===== src/hdl/qmeu_pkg.sv =====
// qmeu_pkg: shared types and constants of the queue machine execute unit
// used by qmeu_divider and queue_machine_execute_unit
package qmeu_pkg;

  localparam int QUEUE_DEPTH = 1024;
  localparam int NUM_REGS    = 26;
  localparam int QA_W        = $clog2(QUEUE_DEPTH);
  localparam int QC_W        = $clog2(QUEUE_DEPTH + 1);
  localparam int RA_W        = 5;
  localparam int WORD_W      = 16;

  localparam logic [4:0] CMD_PUSH   = 5'd0;
  localparam logic [4:0] CMD_ADD    = 5'd1;
  localparam logic [4:0] CMD_SUB    = 5'd2;
  localparam logic [4:0] CMD_MUL    = 5'd3;
  localparam logic [4:0] CMD_DIV    = 5'd4;
  localparam logic [4:0] CMD_MOD    = 5'd5;
  localparam logic [4:0] CMD_STORE  = 5'd6;
  localparam logic [4:0] CMD_LOAD   = 5'd7;
  localparam logic [4:0] CMD_PRQ    = 5'd8;
  localparam logic [4:0] CMD_PRR    = 5'd9;
  localparam logic [4:0] CMD_CHQ    = 5'd10;
  localparam logic [4:0] CMD_CHR    = 5'd11;
  localparam logic [4:0] CMD_NOP    = 5'd12;
  localparam logic [4:0] CMD_JUMP   = 5'd13;
  localparam logic [4:0] CMD_JZ     = 5'd14;
  localparam logic [4:0] CMD_JEQ    = 5'd15;
  localparam logic [4:0] CMD_JGT    = 5'd16;
  localparam logic [4:0] CMD_QUIT   = 5'd17;

  localparam logic [1:0] FLT_NONE  = 2'd0;
  localparam logic [1:0] FLT_UNDER = 2'd1;
  localparam logic [1:0] FLT_OVER  = 2'd2;

  typedef struct packed {
    logic [4:0]        cmd;
    logic [4:0]        reg_first;
    logic [4:0]        reg_second;
    logic [WORD_W-1:0] immediate;
  } qmeu_in_t;

  typedef struct packed {
    logic              print_valid;
    logic [WORD_W-1:0] print_value;
    logic              print_as_char;
    logic              branch_taken;
    logic              halted;
    logic [1:0]        fault;
  } qmeu_out_t;

  // divider control and status
  typedef struct packed {
    logic              start;
    logic [WORD_W-1:0] dividend;
    logic [WORD_W-1:0] divisor;
  } qmeu_div_req_t;

  typedef struct packed {
    logic              done;
    logic [WORD_W-1:0] quotient;
    logic [WORD_W-1:0] remainder;
  } qmeu_div_rsp_t;

endpackage


===== src/hdl/qmeu_divider.sv =====
// qmeu_divider: unsigned 16-bit restoring divider, one quotient bit per cycle
// depends on qmeu_pkg
module qmeu_divider (
  input  logic                   clk,
  input  logic                   rst_n,
  input  qmeu_pkg::qmeu_div_req_t req,
  output qmeu_pkg::qmeu_div_rsp_t rsp
);
  import qmeu_pkg::*;

  localparam int CNT_W = $clog2(WORD_W + 1);

  logic              busy_r;
  logic [CNT_W-1:0]  cnt_r;
  logic [WORD_W-1:0] quo_r;
  logic [WORD_W-1:0] rem_r;
  logic [WORD_W-1:0] dvs_r;
  logic              done_r;
  logic [WORD_W:0]   trial;
  logic [WORD_W:0]   shifted;

  // one shift and subtract step
  assign shifted = {rem_r, quo_r[WORD_W-1]};
  assign trial   = shifted - {1'b0, dvs_r};

  always_ff @(posedge clk) begin
    if (!rst_n) begin
      busy_r <= 1'b0;
      done_r <= 1'b0;
      cnt_r  <= '0;
    end else begin
      done_r <= 1'b0;
      if (req.start) begin
        busy_r <= 1'b1;
        cnt_r  <= CNT_W'(WORD_W);
        quo_r  <= req.dividend;
        rem_r  <= '0;
        dvs_r  <= req.divisor;
      end else if (busy_r) begin
        if (trial[WORD_W]) begin
          rem_r <= shifted[WORD_W-1:0];
          quo_r <= {quo_r[WORD_W-2:0], 1'b0};
        end else begin
          rem_r <= trial[WORD_W-1:0];
          quo_r <= {quo_r[WORD_W-2:0], 1'b1};
        end
        cnt_r <= cnt_r - 1'b1;
        if (cnt_r == CNT_W'(1)) begin
          busy_r <= 1'b0;
          done_r <= 1'b1;
        end
      end
    end
  end

  assign rsp.done      = done_r;
  assign rsp.quotient  = quo_r;
  assign rsp.remainder = rem_r;

endmodule


===== config.mk =====
export PLATFORM = sky130hd
export DESIGN_NAME = qmeu_divider
export DESIGN_NICKNAME = d
export VERILOG_FILES = /design/src/hdl/qmeu_pkg.sv /design/src/hdl/qmeu_divider.sv
export SDC_FILE = /design/constraint.sdc
export NUM_CORES = 1
export LEC_CHECK = 0
export CORE_MARGIN = 8
export CORE_UTILIZATION = 55
export DETAILED_ROUTE_END_ITERATION = 10
export DONT_BUFFER_PORTS = 1
export PLACE_DENSITY = 0.73
export SYNTH_ARGS = -nofsm -noshare
export SYNTH_HDL_FRONTEND = slang
export SYNTH_SLANG_ARGS = --single-unit
export TNS_END_PERCENT = 5

===== constraint.sdc =====
create_clock -name clk -period 2.46 [get_ports clk]
set_input_delay 0.123 -clock clk [delete_from_list [all_inputs] [get_ports clk]]
set_output_delay 0.123 -clock clk [all_outputs]
set_load 0.1 [all_outputs]

==> results.sh <==
export IMPL_rsz0062_at_grt="yes"
export IMPL_stdcell_count=430
export IMPL_fin_crit_sh=1.039
export IMPL_antenna_found_initial=0
export IMPL_ys_flop_type="edfxtp_1"
export IMPL_wl_per_cell_um=16.64
export IMPL_tns_ps=-722.9
export IMPL_min_from="req[25]"
export IMPL_path_clk_slew_ps=100
export IMPL_grtUsageTotal=0.1735
export IMPL_cts_buffer_depth=2
export IMPL_grt_max_degree=33
export IMPL_fp_dieH_um=91.72
export IMPL_synth_enable_flop_cells=48
export IMPL_netlist_area_um2=3153
export IMPL_rrSetupSlack_ps=-100
export IMPL_synth_area_leader_cell="edfxtp_1"
export IMPL_outcome="finished with violations"
export IMPL_postLayoutCoreUtil=0.7239
export IMPL_io_buffers=0
export IMPL_max_clock_freq_mhz=391.1
export IMPL_gr_usage_met3=0.05786
export IMPL_start_util=0.5726
export IMPL_dpl_worst_slack_ps=-140.2
export IMPL_io_pins=68
export IMPL_drcViolationCount=0
export IMPL_grt_overflow=0
export IMPL_drv_cap=0
export IMPL_final_hold_viol_count=0
export IMPL_async_reset_ff_frac=0
export IMPL_cellLeakagePower_nw=1.677
export IMPL_whs_ps=26.98
export IMPL_ir_worst_vdd_mv=0.5325
export IMPL_cts_num_sinks=55
export IMPL_first_pass_iters=4
export IMPL_cp_data_arrival_time_ps=2630
export IMPL_final_area_um2=3986
export IMPL_num_vias=2355
export IMPL_ys_top_cells_by_area="edfxtp_1, ha_1, mux2_2"
export IMPL_met1_usage=0.2027
export IMPL_hpwl_um=5355
export IMPL_fill_cells=399
export IMPL_ff_latch_area_um2=1582
export IMPL_worstReg2RegStart="quo_r[15]"
export IMPL_rows=27
export IMPL_cts_made_buffers=5
export IMPL_synth_top_area_frac=0.4571
export IMPL_nets=411
export IMPL_critical_path_class="register to register"
export IMPL_grt_pass1_wl_um=11810
export IMPL_skew_ps=10.54
export IMPL_min_path_cells=1
export IMPL_violations="negative setup slack"
export IMPL_reg2regPathDepth=9
export IMPL_intPower_mw=1.822
export IMPL_synth_nets=335
export IMPL_min_period_ps=2557
export IMPL_drt_iter0_markers=145
export IMPL_cts_tree="yes"
export IMPL_r2r_end="rem_r[8]"
export IMPL_maxSlewHeadroom=0.3585
export IMPL_fp_dieArea_um2=8412
export IMPL_p_seq_frac=0.391
export IMPL_crit_chain="inv_2, ha_4, fa_2, nand2b_4, a21o_1, a21o_1, a21oi_4, xnor2_4, mux2_4"
export IMPL_crit_required_ps=2530
export IMPL_ys_ff_latch=55
export IMPL_cp_max_fo=5
export IMPL_multiInputGateArea_um2=1515
export IMPL_die_x_um=91.72
export IMPL_cpPeakStageDelay_ps=400
export IMPL_grt_pass1_vias=2495
export IMPL_tightestPinTransition_ps=960.9
export IMPL_antenna_cells=0
export IMPL_grt_most_used_layer="met2"
export IMPL_fin_ws_ps=-96.61
export IMPL_wirelength_um=7154
export IMPL_avgSynthCellArea_um2=11.22
export IMPL_ant_nets=0
export IMPL_place_area_um2=3656
export IMPL_area_growth_syn_to_layout_pct=26.43
export IMPL_dp_cells=401
export IMPL_yosysWarnings=0
export IMPL_p_comb_frac=0.442
export IMPL_syn_inst=281
export IMPL_final_max_slew_violation_count=0
export IMPL_ys_types=45
export IMPL_drive_gt1_frac=0.2626
export IMPL_fin_total_pwr_mw=2.996
export IMPL_design_core_area_um2=5507
export IMPL_ys_seq_area_frac=0.5016
export IMPL_p_sw_frac=0.3917
export IMPL_start_kind="register"
export IMPL_hold_path_end="quo_r[9]"
export IMPL_cp_slowest_cell="edfxtp_1"
export IMPL_worstSkewPairLatency_ps=310
export IMPL_place_congestion=0.8948
export IMPL_clockPowerShare=0.168
export IMPL_crit_path_frequent_cell="a21o_1"
export IMPL_powerDensity_nw_per_um2=751.6
export IMPL_setup_viol=15
export IMPL_clock_root_buffer="clkbuf_8"
export IMPL_switchingPower_mw=1.174
export IMPL_htreeDepth=2
export IMPL_grt_use_met2=0.2959
export IMPL_endpoint_kind="register"
export IMPL_hp_class="input port to register"
export IMPL_routed_via_density=5.477
layout make-up:
| cell class | instances | share of cell area |
|---|---|---|
| clock buffers | 5 | 0.01726 |
| repair buffers | 76 | 0.1569 |
| flip-flops and latches | 55 | 0.3967 |
| clock inverters | 3 | 0.004708 |
| inverters | 23 | 0.02166 |
| well taps | 72 | 0.02260 |
| multi-input cells | 196 | 0.3801 |
cell usage in the layout (no fill, tap or decap), types with 11 or more instances in the layout:
cell type and count:
nor2_1 14, dlygate4sd3_1 19, mux2i_1 11, nand2_1 26, buf_4 55, a21oi_1 20, inv_1 22, ha_1 17
mux2_2 15, edfxtp_1 48
synthesized netlist by cell type (all sizes together) (2+ instances only):
cell type,instances
a211oi,3
a21boi,2
xor2,2
mux2i,11
o211ai,6
nand3,5
dfxtp,7
nor4b,2
clkbuf,4
edfxtp,48
o22ai,2
xnor2,6
o21ai,7
and3,2
nand2,26
a21oi,21
nor3,10
inv,23
nor2b,7
nand2b,8
mux2,21
o21a,4
a21o,6
buf,4
ha,18
nor2,14
routing by layer:
metal	routed length (um)	vias to the layer above
met1	3127	1100
li1	-	1181
met2	3386	68
met3	572	6
met5	0	-
met4	68	0
cells by family after synthesis:
logic type,share of synthesized area
AOI/OAI and AO/OA,0.1187
xor gates and xnor gates,0.02818
adders and majority gates,0.07778
buffers and inverters,0.04087
DFF,0.5016
muxes,0.1099
and+or+nand+nor,0.1230
registers in the layout (all words and copies together) (netlist names):
| register | count |
|---|---|
| dvs_r | 16 |
| done_r | 1 |
| quo_r | 16 |
| rem_r | 16 |
| busy_r | 1 |
| cnt_r | 5 |
worst max-delay path by stage:
stage,startpoint,slack (ps),cells after the start,to
after CTS,dvs_r[0],-70,8,rem_r[9]
after global routing,quo_r[15],-160,9,rem_r[12]
after global placement,quo_r[15],-60,10,rem_r[15]
final,quo_r[15],-100,9,rem_r[8]
after detailed placement,quo_r[15],-140,10,rem_r[15]
after floorplan,quo_r[15],-740,9,rem_r[0]
power by group through the flow:
stage | logic [mW] | clock network (mW) | registers (mW)
detailed placement | 1.26 | 0 | 1.19
finish | 1.32 | 0.502 | 1.17
CTS | 1.32 | 0.514 | 1.17
global route | 1.42 | 0.549 | 1.18
floorplan | 0.586 | 0 | 1.57
global placement | 1.24 | 0 | 1.19
what timing repair did:
action                     CTS  global route
setup endpoints to repair   16            16
cloned                       1             0
pin swaps                    4             0
hold endpoints to repair    18             1
buffers inserted             1             0
gates resized for setup      4             1
hold buffers                18             1
critical path, delay by kind of cell, from the launching register on:
family / cells / cell delay, ps
adders and majority gates: 2 / 490
AOI/OAI and AO/OA: 3 / 640
xor gates and xnor gates: 1 / 220
buffers and inverters: 1 / 70
and+or+nand+nor: 1 / 150
muxes: 1 / 340
DFF: 1 / 400
No activity file was read; power rests on OpenSTA's default activity.
